`src/sv/rle_pkg.sv`:
```
// Shared types and constants for the run-length icon bitmap decoder.
// Used by every module of the block; depends on nothing else.
package rle_pkg;

  typedef struct packed {
    logic [7:0] data_byte;
    logic       start_icon;
  } in_word_t;

  typedef struct packed {
    logic [10:0] pixel_x;
    logic [10:0] pixel_y;
    logic        pixel_set;
    logic [3:0]  pixel_color;
    logic        off_screen;
    logic        last_of_byte;
    logic        icon_done;
  } out_word_t;

  // Command handed from the front end to the back end through the queue.
  localparam logic CMD_BEGIN = 1'b0;
  localparam logic CMD_CODE  = 1'b1;

  typedef struct packed {
    logic       kind;
    logic [7:0] arg_a;   // icon columns for a begin, the code byte otherwise
    logic [7:0] arg_b;   // icon rows for a begin
  } cmd_t;

  // Configuration register indexes.
  localparam logic [7:0] REG_ORIGIN_X   = 8'd0;
  localparam logic [7:0] REG_ORIGIN_Y   = 8'd1;
  localparam logic [7:0] REG_DRAW_COLOR = 8'd2;
  localparam logic [7:0] REG_SCALE      = 8'd3;

  typedef struct packed {
    logic [9:0] origin_x;
    logic [9:0] origin_y;
    logic [3:0] draw_color;
    logic [2:0] scale;
  } cfg_t;

  // Code byte fields.
  localparam int RUN_FLAG_BIT  = 7;
  localparam int RUN_VALUE_BIT = 6;
  localparam int LITERAL_PIXELS = 7;

  localparam int QUEUE_DEPTH = 2;

endpackage

```
`src/sv/rle_icon_bitmap_decoder.sv`:
```
// Top level of the run-length icon bitmap decoder.
// Holds the configuration registers and joins front end, queue and back end.
// Depends on rle_pkg, rle_front, rle_queue and rle_back.
//
// Usage: icon bytes enter on the input channel (in_valid / in_stall). A word
// with start_icon set carries the icon width; the next two words carry the
// height and a byte count, which is not used. Every later word is a code:
// a run (bit 7 set, length in bits 5..0, value in bit 6) or a literal of
// seven pixels, least significant bit first. Pixel words leave on the output
// channel (out_valid / out_stall), column by column, each column from top to
// bottom, at screen coordinates origin plus index times scale clamped to 1..4.
// Configuration is written on the cfg channel by register index; cfg_ready is
// always high, and writes are meant to happen while the block is idle.
// Timing: an input word is accepted while the two-entry command queue is not
// full; the back end pops a command whenever it is idle and, for a code, the
// pixel stepper state and then the registered output stage lie between the
// pop and the first pixel word. The back end then emits one pixel word per
// cycle while the receiver does not stall. The single pixel stepper in the
// back end sets this rate.
// A stalled receiver holds the registered output word and freezes the back
// end; the queue then fills and in_stall rises. Reset clears the queue, drops
// any icon in progress and restores the register reset values.
module rle_icon_bitmap_decoder import rle_pkg::*; #(
  parameter int SCREEN_WIDTH  = 320,
  parameter int SCREEN_HEIGHT = 240
) (
  input  logic       clk,
  input  logic       rst,
  input  logic       in_valid,
  output logic       in_stall,
  input  in_word_t   in_data,
  output logic       out_valid,
  input  logic       out_stall,
  output out_word_t  out_data,
  input  logic       cfg_valid,
  output logic       cfg_ready,
  input  logic [7:0] cfg_index,
  input  logic [9:0] cfg_data
);

  cfg_t cfg;
  logic q_full;
  logic q_push;
  logic q_pop;
  logic q_not_empty;
  cmd_t q_cmd;
  cmd_t q_head;

  // The register file accepts a write in every cycle.
  assign cfg_ready = 1'b1;
  assign in_stall  = q_full;

  // Writes to indexes beyond the register list are dropped.
  always_ff @(posedge clk) begin
    if (rst) begin
      cfg.origin_x   <= 10'd0;
      cfg.origin_y   <= 10'd0;
      cfg.draw_color <= 4'd1;
      cfg.scale      <= 3'd1;
    end else if (cfg_valid && cfg_ready) begin
      case (cfg_index)
        REG_ORIGIN_X:   cfg.origin_x   <= cfg_data;
        REG_ORIGIN_Y:   cfg.origin_y   <= cfg_data;
        REG_DRAW_COLOR: cfg.draw_color <= cfg_data[3:0];
        REG_SCALE:      cfg.scale      <= cfg_data[2:0];
        default: begin
        end
      endcase
    end
  end

  // Front end: header tracking and byte classification.
  rle_front u_front (
    .clk      (clk),
    .rst      (rst),
    .in_valid (in_valid),
    .in_data  (in_data),
    .q_full   (q_full),
    .q_push   (q_push),
    .q_cmd    (q_cmd)
  );

  // Queue that lets the front end keep accepting while pixels are produced.
  rle_queue u_queue (
    .clk       (clk),
    .rst       (rst),
    .push      (q_push),
    .push_cmd  (q_cmd),
    .pop       (q_pop),
    .full      (q_full),
    .not_empty (q_not_empty),
    .head      (q_head)
  );

  // Back end: pixel stepper and registered output stage.
  rle_back #(
    .SCREEN_WIDTH  (SCREEN_WIDTH),
    .SCREEN_HEIGHT (SCREEN_HEIGHT)
  ) u_back (
    .clk         (clk),
    .rst         (rst),
    .cfg         (cfg),
    .q_not_empty (q_not_empty),
    .q_head      (q_head),
    .q_pop       (q_pop),
    .out_valid   (out_valid),
    .out_stall   (out_stall),
    .out_data    (out_data)
  );

endmodule

```
`src/sv/rle_front.sv`:
```
// Front end: accepts stream bytes, tracks the header phase and classifies
// each byte into a queue command. Depends on rle_pkg.
module rle_front import rle_pkg::*; (
  input  logic     clk,
  input  logic     rst,
  input  logic     in_valid,
  input  in_word_t in_data,
  input  logic     q_full,
  output logic     q_push,
  output cmd_t     q_cmd
);

  localparam logic [1:0] PH_CODE  = 2'd0;
  localparam logic [1:0] PH_ROWS  = 2'd1;
  localparam logic [1:0] PH_COUNT = 2'd2;

  logic [1:0] phase;
  logic [1:0] phase_next;
  logic [7:0] icon_cols;
  logic [7:0] icon_rows;
  logic       accept;

  assign accept = in_valid && !q_full;

  always_comb begin
    phase_next = phase;
    q_push     = 1'b0;
    q_cmd.kind  = CMD_CODE;
    q_cmd.arg_a = in_data.data_byte;
    q_cmd.arg_b = icon_rows;
    if (in_data.start_icon) begin
      phase_next = PH_ROWS;
    end else begin
      case (phase)
        PH_ROWS: begin
          phase_next = PH_COUNT;
        end
        PH_COUNT: begin
          // The byte count is not used; this byte only opens the icon body.
          phase_next  = PH_CODE;
          q_push      = 1'b1;
          q_cmd.kind  = CMD_BEGIN;
          q_cmd.arg_a = icon_cols;
        end
        default: begin
          phase_next = PH_CODE;
          q_push     = 1'b1;
        end
      endcase
    end
    q_push = q_push && accept;
  end

  always_ff @(posedge clk) begin
    if (rst) begin
      phase     <= PH_CODE;
      icon_cols <= '0;
      icon_rows <= '0;
    end else if (accept) begin
      phase <= phase_next;
      if (in_data.start_icon) begin
        icon_cols <= in_data.data_byte;
      end else if (phase == PH_ROWS) begin
        icon_rows <= in_data.data_byte;
      end
    end
  end

endmodule

```
`src/sv/rle_queue.sv`:
```
// Short command queue between the front end and the back end.
// Depends on rle_pkg for the command type and depth.
module rle_queue import rle_pkg::*; (
  input  logic clk,
  input  logic rst,
  input  logic push,
  input  cmd_t push_cmd,
  input  logic pop,
  output logic full,
  output logic not_empty,
  output cmd_t head
);

  localparam int PTR_W = $clog2(QUEUE_DEPTH);
  localparam int CNT_W = $clog2(QUEUE_DEPTH + 1);

  cmd_t             slots [QUEUE_DEPTH];
  logic [PTR_W-1:0] wr_ptr;
  logic [PTR_W-1:0] rd_ptr;
  logic [CNT_W-1:0] count;

  assign full      = (count == CNT_W'(QUEUE_DEPTH));
  assign not_empty = (count != '0);
  assign head      = slots[rd_ptr];

  always_ff @(posedge clk) begin
    if (push) begin
      slots[wr_ptr] <= push_cmd;
    end
  end

  always_ff @(posedge clk) begin
    if (rst) begin
      wr_ptr <= '0;
      rd_ptr <= '0;
      count  <= '0;
    end else begin
      if (push) begin
        wr_ptr <= (wr_ptr == PTR_W'(QUEUE_DEPTH - 1)) ? '0 : wr_ptr + 1'b1;
      end
      if (pop) begin
        rd_ptr <= (rd_ptr == PTR_W'(QUEUE_DEPTH - 1)) ? '0 : rd_ptr + 1'b1;
      end
      if (push && !pop) begin
        count <= count + 1'b1;
      end else if (pop && !push) begin
        count <= count - 1'b1;
      end
    end
  end

endmodule

```
`src/sv/rle_back.sv`:
```
// Back end: walks the icon column by column and emits one pixel word per
// cycle unless the output stalls, into a registered output stage. Depends on rle_pkg.
module rle_back import rle_pkg::*; #(
  parameter int SCREEN_WIDTH  = 320,
  parameter int SCREEN_HEIGHT = 240
) (
  input  logic      clk,
  input  logic      rst,
  input  cfg_t      cfg,
  input  logic      q_not_empty,
  input  cmd_t      q_head,
  output logic      q_pop,
  output logic      out_valid,
  input  logic      out_stall,
  output out_word_t out_data
);

  localparam logic [10:0] X_LIMIT = 11'(SCREEN_WIDTH);
  localparam logic [10:0] Y_LIMIT = 11'(SCREEN_HEIGHT);

  localparam logic ST_IDLE  = 1'b0;
  localparam logic ST_PIXEL = 1'b1;

  logic       state;
  logic [7:0] icon_cols;
  logic [7:0] icon_rows;
  logic [7:0] col_index;
  logic [7:0] row_index;
  logic       finished;
  logic       is_run;
  logic       run_value;
  logic [6:0] literal_bits;
  logic [5:0] cnt_last;
  logic [5:0] k;

  logic [2:0]  s_eff;
  logic [8:0]  row_inc;
  logic [8:0]  col_inc;
  logic        row_wrap;
  logic        icon_end;
  logic        pix_last;
  logic        pix_v;
  logic        advance;
  logic [10:0] px;
  logic [10:0] py;
  logic [5:0]  code_cnt;

  always_comb begin
    if (cfg.scale == 3'd0) begin
      s_eff = 3'd1;
    end else if (cfg.scale > 3'd4) begin
      s_eff = 3'd4;
    end else begin
      s_eff = cfg.scale;
    end
  end

  assign q_pop   = (state == ST_IDLE) && q_not_empty;
  assign advance = (state == ST_PIXEL) && (!out_valid || !out_stall);

  assign row_inc  = {1'b0, row_index} + 9'd1;
  assign col_inc  = {1'b0, col_index} + 9'd1;
  assign row_wrap = (row_inc >= {1'b0, icon_rows});
  assign icon_end = row_wrap && (col_inc >= {1'b0, icon_cols});
  assign pix_last = (k == cnt_last) || icon_end;
  assign pix_v    = is_run ? run_value : literal_bits[k[2:0]];

  // The index times scale product needs up to ten bits, so it is formed at
  // the full coordinate width.
  assign px = 11'(cfg.origin_x) + 11'(col_index) * 11'(s_eff);
  assign py = 11'(cfg.origin_y) + 11'(row_index) * 11'(s_eff);

  assign code_cnt = q_head.arg_a[RUN_FLAG_BIT] ? q_head.arg_a[5:0] : 6'(LITERAL_PIXELS);

  always_ff @(posedge clk) begin
    if (rst) begin
      state     <= ST_IDLE;
      finished  <= 1'b1;
      icon_cols <= '0;
      icon_rows <= '0;
      col_index <= '0;
      row_index <= '0;
    end else if (q_pop) begin
      if (q_head.kind == CMD_BEGIN) begin
        icon_cols <= q_head.arg_a;
        icon_rows <= q_head.arg_b;
        col_index <= '0;
        row_index <= '0;
        finished  <= (q_head.arg_a == 8'd0) || (q_head.arg_b == 8'd0);
      end else if (!finished && (code_cnt != 6'd0)) begin
        state <= ST_PIXEL;
      end
    end else if (advance) begin
      if (row_wrap) begin
        row_index <= '0;
        col_index <= col_inc[7:0];
      end else begin
        row_index <= row_inc[7:0];
      end
      if (icon_end) begin
        finished <= 1'b1;
      end
      if (pix_last) begin
        state <= ST_IDLE;
      end
    end
  end

  always_ff @(posedge clk) begin
    if (q_pop) begin
      is_run       <= q_head.arg_a[RUN_FLAG_BIT];
      run_value    <= q_head.arg_a[RUN_VALUE_BIT];
      literal_bits <= q_head.arg_a[6:0];
      cnt_last     <= code_cnt - 6'd1;
      k            <= '0;
    end else if (advance) begin
      k <= k + 6'd1;
    end
  end

  always_ff @(posedge clk) begin
    if (rst) begin
      out_valid <= 1'b0;
    end else if (advance) begin
      out_valid <= 1'b1;
    end else if (!out_stall) begin
      out_valid <= 1'b0;
    end
  end

  always_ff @(posedge clk) begin
    if (advance) begin
      out_data.pixel_x      <= px;
      out_data.pixel_y      <= py;
      out_data.pixel_set    <= pix_v;
      out_data.pixel_color  <= pix_v ? cfg.draw_color : 4'd0;
      out_data.off_screen   <= (px >= X_LIMIT) || (py >= Y_LIMIT);
      out_data.last_of_byte <= pix_last;
      out_data.icon_done    <= icon_end;
    end
  end

endmodule
```
`config.mk`:
```
export PLATFORM = sky130hd
export DESIGN_NAME = rle_icon_bitmap_decoder
export DESIGN_NICKNAME = d
export VERILOG_FILES = /design/src/sv/rle_pkg.sv /design/src/sv/rle_icon_bitmap_decoder.sv /design/src/sv/rle_front.sv /design/src/sv/rle_queue.sv /design/src/sv/rle_back.sv
export SDC_FILE = /design/constraint.sdc
export NUM_CORES = 1
export LEC_CHECK = 0
export BUFFER_PORTS_ARGS = -buffer_cell sky130_fd_sc_hd__clkbuf_2
export CAP_MARGIN = 10
export CORE_MARGIN = 3
export CORE_UTILIZATION = 50
export CTS_BUF_LIST = sky130_fd_sc_hd__clkbuf_4 sky130_fd_sc_hd__clkbuf_8 sky130_fd_sc_hd__clkbuf_16
export DETAILED_ROUTE_END_ITERATION = 10
export PLACE_DENSITY = 0.78
export REMOVE_ABC_BUFFERS = 1
export SYNTH_ARGS = -nofsm -noshare
export SYNTH_HDL_FRONTEND = slang
export SYNTH_SLANG_ARGS = --single-unit
export TNS_END_PERCENT = 30
```
`constraint.sdc`:
```
create_clock -name clk -period 9 [get_ports clk]
set_clock_uncertainty 0.15 [all_clocks]
set_input_delay 0.9 -clock clk [delete_from_list [all_inputs] [get_ports clk]]
set_output_delay 0.9 -clock clk [all_outputs]
set_load 0.05 [all_outputs]
```
==> impl_results.md, run 1 <==
- Worst Path Max Fanout: 19
- WP data arrival: 4.57 ns
- CP Launch Type: register
- Initial antenna violation count: 0
- Antenna-violating nets left: 0
- Ant diodes: 0
- Post-synthesis mux area share: 6.21%
- Synth Area in Adders: about an eighth
- Max-capacitance violation count: 0
- Total leakage power: between 4 and 5 nW
- Cell taking the most area after synthesis: edfxtp_1
- Reg clk slew, reported paths: 0.07 ns
- Compound-Gate Fraction of Synth Area: 9.32%
- Seq/Total Area, Yosys: 46.4%
- RSZ-0062 raised after global routing: false
- Area delta synth->final: 12.4%
- First-pass DRT Iterations: 4
- Yosys warns: 0
- # fillers: 1459
- Share of layout cells above drive strength 1: 13.9%
- Area taken by multi-input logic gates: between 4000 and 5000 um2
- Number of synthesized flops with an enable pin: 78
- Slew Limit Fails: 0
- Worst rel slew slack: 32.4%
- Worst setup margin: roughly 4.4 ns
- Hold Path Origin: cfg[21]
- Tmin final: 4.55 ns
- Max Freq: 220 MHz
- Setup bufs post-CTS: 0
- CTS tree: yes
- Async SR Flop Fraction: 0%
- Distinct cells, synth: 60
- #FFs+latches synth: 169
- Period utilisation layout: 50.6%
- Placed Area: between 9000 and 10000 um2
- Die ar.: 19600 um2
- Final routed DRC violation total: 0
- Worst R2R Start: cfg[2]
- Routed vias/inst: 5.12
- Endpoints failing hold: 0
- Synth area leaders: edfxtp_1, dfxtp_1, ha_1
- Die extent in x: 140 um
- Design area: 10100 um2
- Critical Path Start: cfg[2]
- Pwr/cell area: 191 nW/um2
- Ports: 65
- Post-CTS sizing: 0
- RePlAce Congestion: 0.802
- First-pass GRT wire length: 28.7 mm
- Register Area: 4160 um2
- Most common cell after layout, fill and taps aside: inv_1
- Routed length per instance: between 10 and 15 um
- Post-Route WL: 16.6 mm
- # port buffers: 63
- Hold_buf cts: 0
- H-tree levels: 4
- Die height: around 140 um
- Share of the synthesized area in the top cell type: around a quarter
- Via Count: 5984
- CP required: 9.02 ns
- Root buffer cell: clkbuf_16
- DP Worst Slack: between 4 and 5 ns
- Vias in the first global route: 6005
- Core ar.: 17400 um2
- Total Routing Usage GR: 18.0%
- Syn_area_per_cell: between 10 and 15 um2
- Largest family of logic cells by synthesized area: simple AND/OR/NAND/NOR gates
- Most common flop cell mapped by yosys: dfxtp_1
- Row count: 48
- DR iter-0 viols: between 200 and 300
- Detailed Place HPWL: 12.2 mm
- Outcome: finished, final reports clean
- Class of the worst hold path: reg -> reg
- TritonCTS Buffers: 17
- Post-Synthesis Cells: 872
- Fraction of synthesized cell area in xor and xnor cells: under 10%
- Leading cell types in the layout, fill and taps excluded: inv_1, dfxtp_1, edfxtp_1, nand2_1, nor2_1
- NumNets Final: 1040
- Initial core utilization: between 50 and 60%
- Worst slew pin tran: 1.01 ns
- Grt ovf: 0
- Final setup viols: 0
- Longest Clk Path Bufs: 2
- Simple-gate share of the synthesized area: between 10% and 20%
- Clk_lat worst skew: between 0.4 and 0.5 ns
- Setup TNS: 0 ns
- Post-Synthesis Cell Area: 8980 um2
- Worst hold slack: 0.302 ns
- VDD IR max: roughly 0.16 mV
- Critical path endpoint category: register
- Clk sinks: between 150 and 200
- Largest net degree at the start of global routing: 81
- Critical path class: reg -> reg
## cell usage after synthesis, drive strengths merged (20+ instances only)
library cell / count
dfxtp: 91
inv: 100
a211oi: 21
xnor2: 25
mux2i: 40
xor2: 21
nor2: 79
edfxtp: 78
nand2: 76
fa: 29
and2: 46
a21oi: 49
ha: 48
o21ai: 20
## routing by layer
metal / global-route usage (%) / wire, um
met1: 22.2 / 7530
met2: 32.1 / 8440
met3: 3.99 / 529
met4: 4.44 / 132
met5: 0 / 0
## worst max-delay path: stages (launching register included)
cell       delay (ns)
dfxtp_1          0.47
a21oi_1          0.77
nand2_1          0.18
fa_1             0.52
inv_1            0.05
fa_1             0.52
inv_1            0.06
fa_1             0.45
nor2b_1          0.12
o21a_1           0.14
a31o_1           0.20
a31oi_1          0.11
xnor2_1          0.15
nor4_1           0.27
nand4bb_1        0.12
## metrics by stage
stage               util [%]  power [mW]  cells
detailed placement      54.6        1.23   1137
CTS                     58.0        1.94   1169
finish                  58.0        1.92   1169
global route            58.0        2.01   1169
floorplan                  -        1.13    845
global placement        54.6        1.21   1137
## sequential cells by signal, indices dropped and copies added, names as in the netlist, 2 cells and up, named ones only
name                 cells
u_queue.slots           34
u_back.out_data         30
cfg                     27
u_back.col_index         8
u_back.icon_cols         8
u_back.icon_rows         8
u_back.row_index         8
u_front.icon_cols        8
u_front.icon_rows        8
u_back.literal_bits      7
u_back.cnt_last          6
u_back.k                 6
u_front.phase            2
u_queue.count            2
## cell families after synthesis
| group | after synthesis |
|---|---|
| and+or+nand+nor | 267 |
| DFF | 169 |
| AOI/OAI and AO/OA | 130 |
| buffers and inverters | 128 |
| adders and majority gates | 77 |
| muxes | 54 |
| xor gates and xnor gates | 46 |
| other | 1 |
## power breakdown
part	internal, mW	switching (mW)	leakage (nW)
clock network	0.408	0.313	0.283
registers	0.878	0.0448	1.45
logic	0.110	0.171	2.53
## area by class of cell
| cell class | count | area share (%) |
|---|---|---|
| repair buffers | 67 | 3.42 |
| clock inverters | 13 | 1.31 |
| flip-flops and latches | 169 | 41.3 |
| inverters | 101 | 3.76 |
| clock buffers | 19 | 4.54 |
| multi-input cells | 575 | 42.9 |
| well taps | 225 | 2.79 |
## path summary, 6_finish.rpt
kind,endpoint,slack (ns),depth (start not counted)
setup / recovery,u_back.out_data[2],4.45,14
hold reg to reg,cfg[21],0.30,2
setup reg to reg,u_back.out_data[2],4.45,14
hold / removal,cfg[21],0.30,2
Note: power is estimated with default switching activity, not from simulation.
==> run 2, diff against run 1 <==
--- a/config.mk
+++ b/config.mk
@@ -11,7 +11,7 @@
 export CORE_UTILIZATION = 50
 export CTS_BUF_LIST = sky130_fd_sc_hd__clkbuf_4 sky130_fd_sc_hd__clkbuf_8 sky130_fd_sc_hd__clkbuf_16
 export DETAILED_ROUTE_END_ITERATION = 10
-export PLACE_DENSITY = 0.78
+export PLACE_DENSITY = 0.81
 export REMOVE_ABC_BUFFERS = 1
 export SYNTH_ARGS = -nofsm -noshare
 export SYNTH_HDL_FRONTEND = slang
==> constraint.sdc (replaced) <==
create_clock -name clk -period 4.1 [get_ports clk]
set_clock_uncertainty 0.15 [all_clocks]
set_input_delay 0.41 -clock clk [delete_from_list [all_inputs] [get_ports clk]]
set_output_delay 0.41 -clock clk [all_outputs]
set_load 0.05 [all_outputs]
==> run 2 against run 1 <==
Compared with the run above: total power grew 120%; via count grew 0.99%; cell area rose by 1.4%; setup slack lost 4.3 ns; hold slack worse by 0.22 ns; clock power rose by 110%; combinational power increased by 120%; critical endpoint unchanged; largest power group unchanged.
==> impl_results.md, run 2 (same netlist as run 1, synthesis figures left out) <==
- Outcome: finished, final reports clean
- Worst slew pin tran: 1.04 ns
- Antenna-violating nets left: 0
- RePlAce Congestion: roughly 0.8
- Routed vias/inst: 5.09
- Endpoints failing hold: 0
- Grt ovf: 0
- Detailed Place HPWL: around 13 mm
- Clock share of power: 36.2%
- Total Routing Usage GR: 17.6%
- Max-capacitance violation count: 0
- Worst Path Max Fanout: 8
- Switching share of total power: between 20% and 30%
- Number of flip-flops in the largest register: 34
- Final setup viols: 0
- Class of the worst hold path: in -> reg
- Gate power share: 15.0%
- Post-Route WL: 16.9 mm
- Most common cell after layout, fill and taps aside: inv_1
- Initial antenna violation count: 0
- CTS tree: yes
- Vias in the first global route: about 6000
- Ports: 65
- TritonCTS Buffers: 17
- Largest registers: u_queue.slots (34), u_back.out_data (30), cfg (27)
- Largest reg by FF count: u_queue.slots
- Ant diodes: 0
- Clk sinks: between 150 and 200
- Placed Area: 9630 um2
- DR iter-0 viols: about 320
- Longest Clk Path Bufs: 2
- Max Freq: 256 MHz
- Power share of the sequential group: around half
- Root buffer cell: clkbuf_16
- Clk_lat worst skew: around 0.43 ns
- Slew Limit Fails: 0
- VDD IR max: 0.360 mV
- Largest net degree at the start of global routing: 35
- Row count: 48
- Critical path endpoint category: register
- Hold_buf cts: 0
- Leading cell types in the layout, fill and taps excluded: inv_1, dfxtp_1, edfxtp_1, nand2_1, nor2_1
- Routed length per instance: 14.2 um
- First-pass GRT wire length: 28.3 mm
- Die extent in x: about 140 um
- Critical path class: reg -> reg
- Die ar.: around 20000 um2
- # port buffers: 63
- Pwr/cell area: 406 nW/um2
- Share of layout cells above drive strength 1: between 15 and 20%
- CP required: 4.11 ns
- H-tree levels: 4
- Final routed DRC violation total: 0
- Via Count: 6043
- Tmin final: 3.91 ns
- CP Launch Type: register
- Sw power: 1.19 mW
- Core ar.: 17400 um2
- Initial core utilization: between 50 and 60%
- First-pass DRT Iterations: 4
- Reg clk slew, reported paths: 0.07 ns
- Period utilisation layout: 95.3%
- Area delta synth->final: 14.0%
- Design area: 10200 um2
- Internal power: 2.97 mW
- Worst rel slew slack: 30.3%
- Total leakage power: around 4.3 nW
- WP data arrival: 3.92 ns
- Die height: 140 um
- Final core occ: 58.8%
- NumNets Final: 1058
run 2: cell count changes in the layout (fill, tap and decap cells not counted), sizes merged:
cell and delta:
buf +17, bufinv -1, inv +3, clkdlybuf4s15 +1, clkbuf -2
run 2: metal layers:
metal,wire length [um],track usage [%],up-vias
met5,0,0,-
met4,214,5.76,0
met3,527,4.03,8
met2,8570,30.4,88
met1,7580,21.9,2847
li1,-,-,3100
run 2: through the flow:
stage / setup WS [ns] / hold slack (ns) / power (mW) / TNS [ns] / std cells
2_1_floorplan: 0.134 / 0.275 / 2.49 / 0 / 845
3_3_place_gp: 0.285 / 0.286 / 2.66 / 0 / 1154
3_5_place_dp: 0.209 / 0.296 / 2.69 / 0 / 1154
4_1_cts: 0.185 / 0.0539 / 4.20 / 0 / 1186
5_1_grt: -0.0670 / 0.0809 / 4.34 / -0.0670 / 1187
6_report: 0.193 / 0.0844 / 4.16 / 0 / 1187
run 2: power by group through the flow:
stage,Clock (mW),Sequential (mW),Combinational (mW)
2_1_floorplan,0,2.04,0.444
3_3_place_gp,0,2.06,0.606
3_5_place_dp,0,2.06,0.624
4_1_cts,1.54,2.03,0.630
5_1_grt,1.61,2.04,0.697
6_report,1.51,2.03,0.624
run 2: critical path, cell delays in order (launching register included):
cell and delay, ns:
dfxtp_1 0.40, a21oi_2 0.08, clkdlybuf4s15_2 0.28, and2_1 0.19
fa_1 0.48, inv_1 0.05, fa_1 0.49, inv_1 0.04
ha_1 0.37, a21oi_1 0.16, o21ai_1 0.11, a31oi_1 0.24
xnor2_1 0.15, nor4_2 0.31, nand4bb_1 0.13
run 2: worst paths after layout:
check | end | slack [ns] | cells past startpoint | start
hold / removal | cfg[16] | 0.08 | 3 | cfg_data[9]
setup / recovery | u_back.out_data[2] | 0.19 | 14 | cfg[2]
setup reg to reg | u_back.out_data[2] | 0.19 | 14 | cfg[2]
hold reg to reg | cfg[22] | 0.30 | 2 | cfg[22]
run 2: area by class of cell:
cell class | count | area (um2)
Fill cell | 1422 | 7180
Multi-Input combinational cell | 575 | 4360
Sequential cell | 169 | 4160
Timing Repair Buffer | 85 | 492
Clock buffer | 17 | 425
Inverter | 101 | 379
Tap cell | 225 | 282
Clock inverter | 15 | 133
run 2: what timing repair did:
| item | in CTS | in global routing |
|---|---|---|
| hold endpoints to repair | 0 | 0 |
| setup buffers | 0 | 0 |
| gates resized for setup | 0 | 9 |
| setup endpoints to repair | 0 | 1 |
==> run 3, diff against run 2 <==
--- a/config.mk
+++ b/config.mk
@@ -11,6 +11,7 @@
 export CORE_UTILIZATION = 50
 export CTS_BUF_LIST = sky130_fd_sc_hd__clkbuf_4 sky130_fd_sc_hd__clkbuf_8 sky130_fd_sc_hd__clkbuf_16
 export DETAILED_ROUTE_END_ITERATION = 10
+export GPL_TIMING_DRIVEN = 0
 export PLACE_DENSITY = 0.81
 export REMOVE_ABC_BUFFERS = 1
 export SYNTH_ARGS = -nofsm -noshare
==> constraint.sdc (replaced) <==
create_clock -name clk -period 4.1 [get_ports clk]
set_clock_uncertainty 0.15 [all_clocks]
set_input_delay 0.41 -clock clk [delete_from_list [all_inputs] [get_ports clk]]
set_output_delay 0.41 -clock clk [all_outputs]
set_load 0.01 [all_outputs]
==> run 3 against run 2 <==
Compared with the run above: cell count fell by 0.59%; clock-buffer cell count is the same; sequential power about the same; fmax up 0.42%; hold slack worse by 0.010 ns; clock power barely moved; sequential share of layout area about the same; largest power group unchanged; combinational power fell by 2%; routed wire length is 3.1% higher; critical endpoint unchanged.
==> impl_results.md, run 3 (same netlist as run 1, synthesis figures left out) <==
- Initial antenna violation count: 0
- Post-Route WL: 17.4 mm
- Dpl cells: 1137
- Via Count: 6118
- Most common cell after layout, fill and taps aside: inv_1
- Area delta synth->final: 14.3%
- Internal power: roughly 3 mW
- Vias in the first global route: 5962
- Die ar.: 19600 um2
- Sw power: 1.17 mW
- Longest Clk Path Bufs: 2
- Core ar.: 17400 um2
- # fillers: between 1000 and 1500
- Antenna-violating nets left: 0
- Critical path endpoint category: register
- Leading cell types in the layout, fill and taps excluded: inv_1, dfxtp_1, edfxtp_1, nand2_1, nor2_1
- CTS tree: yes
- First-pass DRT Iterations: 5
- Outcome: finished, final reports clean
- Initial core utilization: around half
- Fin cells: ~1200
- TritonCTS Buffers: 17
- Gate power share: between 10% and 20%
- Class of the worst hold path: in -> reg
- Hold_buf cts: 0
- Pwr Total: 4.14 mW
- DR iter-0 viols: 362
- Period utilisation layout: a little over nine tenths
- Grt ovf: 0
- RePlAce Congestion: 0.824
- Reg clk slew, reported paths: ~0.07 ns
- Root buffer cell: clkbuf_16
- First-pass GRT wire length: approximately 28 mm
- Register Area: about 4200 um2
- Clk sinks: 169
- Endpoints failing hold: 0
- CP Launch Type: register
- Final setup viols: 0
- # port buffers: 63
- Die extent in x: about 140 um
- Largest reg by FF count: u_queue.slots
- Routed length per instance: 14.8 um
- Worst R2R Start: cfg[1]
- Final routed DRC violation total: 0
- Row count: 48
- NumNets Final: around 1100
- Share of layout cells above drive strength 1: 16.1%
- CP required: 4.12 ns
- Area taken by multi-input logic gates: 4420 um2
- Number of flip-flops in the largest register: 34
- Max Freq: 257 MHz
- Die height: about 140 um
- Worst Path Max Fanout: 7
- Worst hold slack: 0.0740 ns
- Ant diodes: 0
- Total leakage power: 4.32 nW
- Routed vias/inst: 5.18
- Clock share of power: 36.3%
- Detailed Place HPWL: 12.2 mm
- Switching share of total power: 28.3%
- WP data arrival: 3.91 ns
- Critical Path Start: cfg[1]
- Max-capacitance violation count: 0
- Worst slew pin tran: 1.01 ns
- Final core occ: between 50% and 60%
- Critical path class: reg -> reg
- Power share of the sequential group: 48.9%
- VDD IR max: 0.374 mV
- Clk_lat worst skew: 0.43 ns
- Pwr/cell area: 404 nW/um2
- Ports: 65
- Worst rel slew slack: between 30% and 40%
- H-tree levels: 4
- Total Routing Usage GR: roughly 18%
- Slew Limit Fails: 0
- Largest registers: u_queue.slots (34), u_back.out_data (30), cfg (27)
- Largest net degree at the start of global routing: 81
- Hold Path Origin: cfg_data[8]
- Tmin final: 3.89 ns
-- run 3: final timing paths --
| path | slack [ns] | cells after the start | endpoint |
|---|---|---|---|
| setup / recovery | 0.21 | 14 | u_back.out_data[2] |
| hold / removal | 0.07 | 3 | cfg[25] |
| setup reg to reg | 0.21 | 14 | u_back.out_data[2] |
| hold reg to reg | 0.30 | 2 | cfg[22] |
-- run 3: repair_timing --
action	CTS	global route
hold endpoints to repair	0	0
pin swaps	0	4
resized for setup	6	10
buffers inserted	2	7
setup endpoints to repair	7	1
gates cloned	0	2
-- run 3: cell type report --
cell class	count	area share, %
inverters	101	3.69
repair buffers	76	4.35
clock buffers	17	4.15
well taps	225	2.74
multi-input cells	577	43.1
flip-flops and latches	169	40.6
clock inverters	15	1.32
-- run 3: stage by stage --
step	TNS (ns)	cell area, um2	setup WS, ns
after floorplan	0	8870	0.134
after global placement	-2.99	9460	-0.526
after detailed placement	-1.25	9540	-0.580
after CTS	0	10100	0.0108
after global routing	-0.0116	10300	-0.0116
final	0	10300	0.209
-- run 3: layer usage --
metal,track usage [%],vias up,wire [um]
met5,0,-,0
met4,5.35,0,244
met3,3.86,19,630
met2,31.7,108,8990
met1,21.2,2912,7550
li1,-,3079,-
-- run 3: power by group through the flow --
stage	logic [mW]	registers [mW]	clock network [mW]
after floorplan	0.430	2.04	0
after global placement	0.582	2.06	0
after detailed placement	0.609	2.07	0
after CTS	0.615	2.03	1.53
after global routing	0.681	2.04	1.60
final	0.611	2.03	1.51
-- run 3: critical path, stage by stage (launching register included) --
cell,delay [ns]
dfxtp_4,0.39
nor2b_4,0.26
nand2_1,0.11
fa_1,0.51
inv_1,0.05
fa_1,0.53
inv_1,0.07
fa_1,0.45
nor2b_1,0.13
o21a_1,0.13
a31o_1,0.18
xor2_1,0.09
and4_1,0.16
nor4_2,0.27
nand4bb_1,0.13
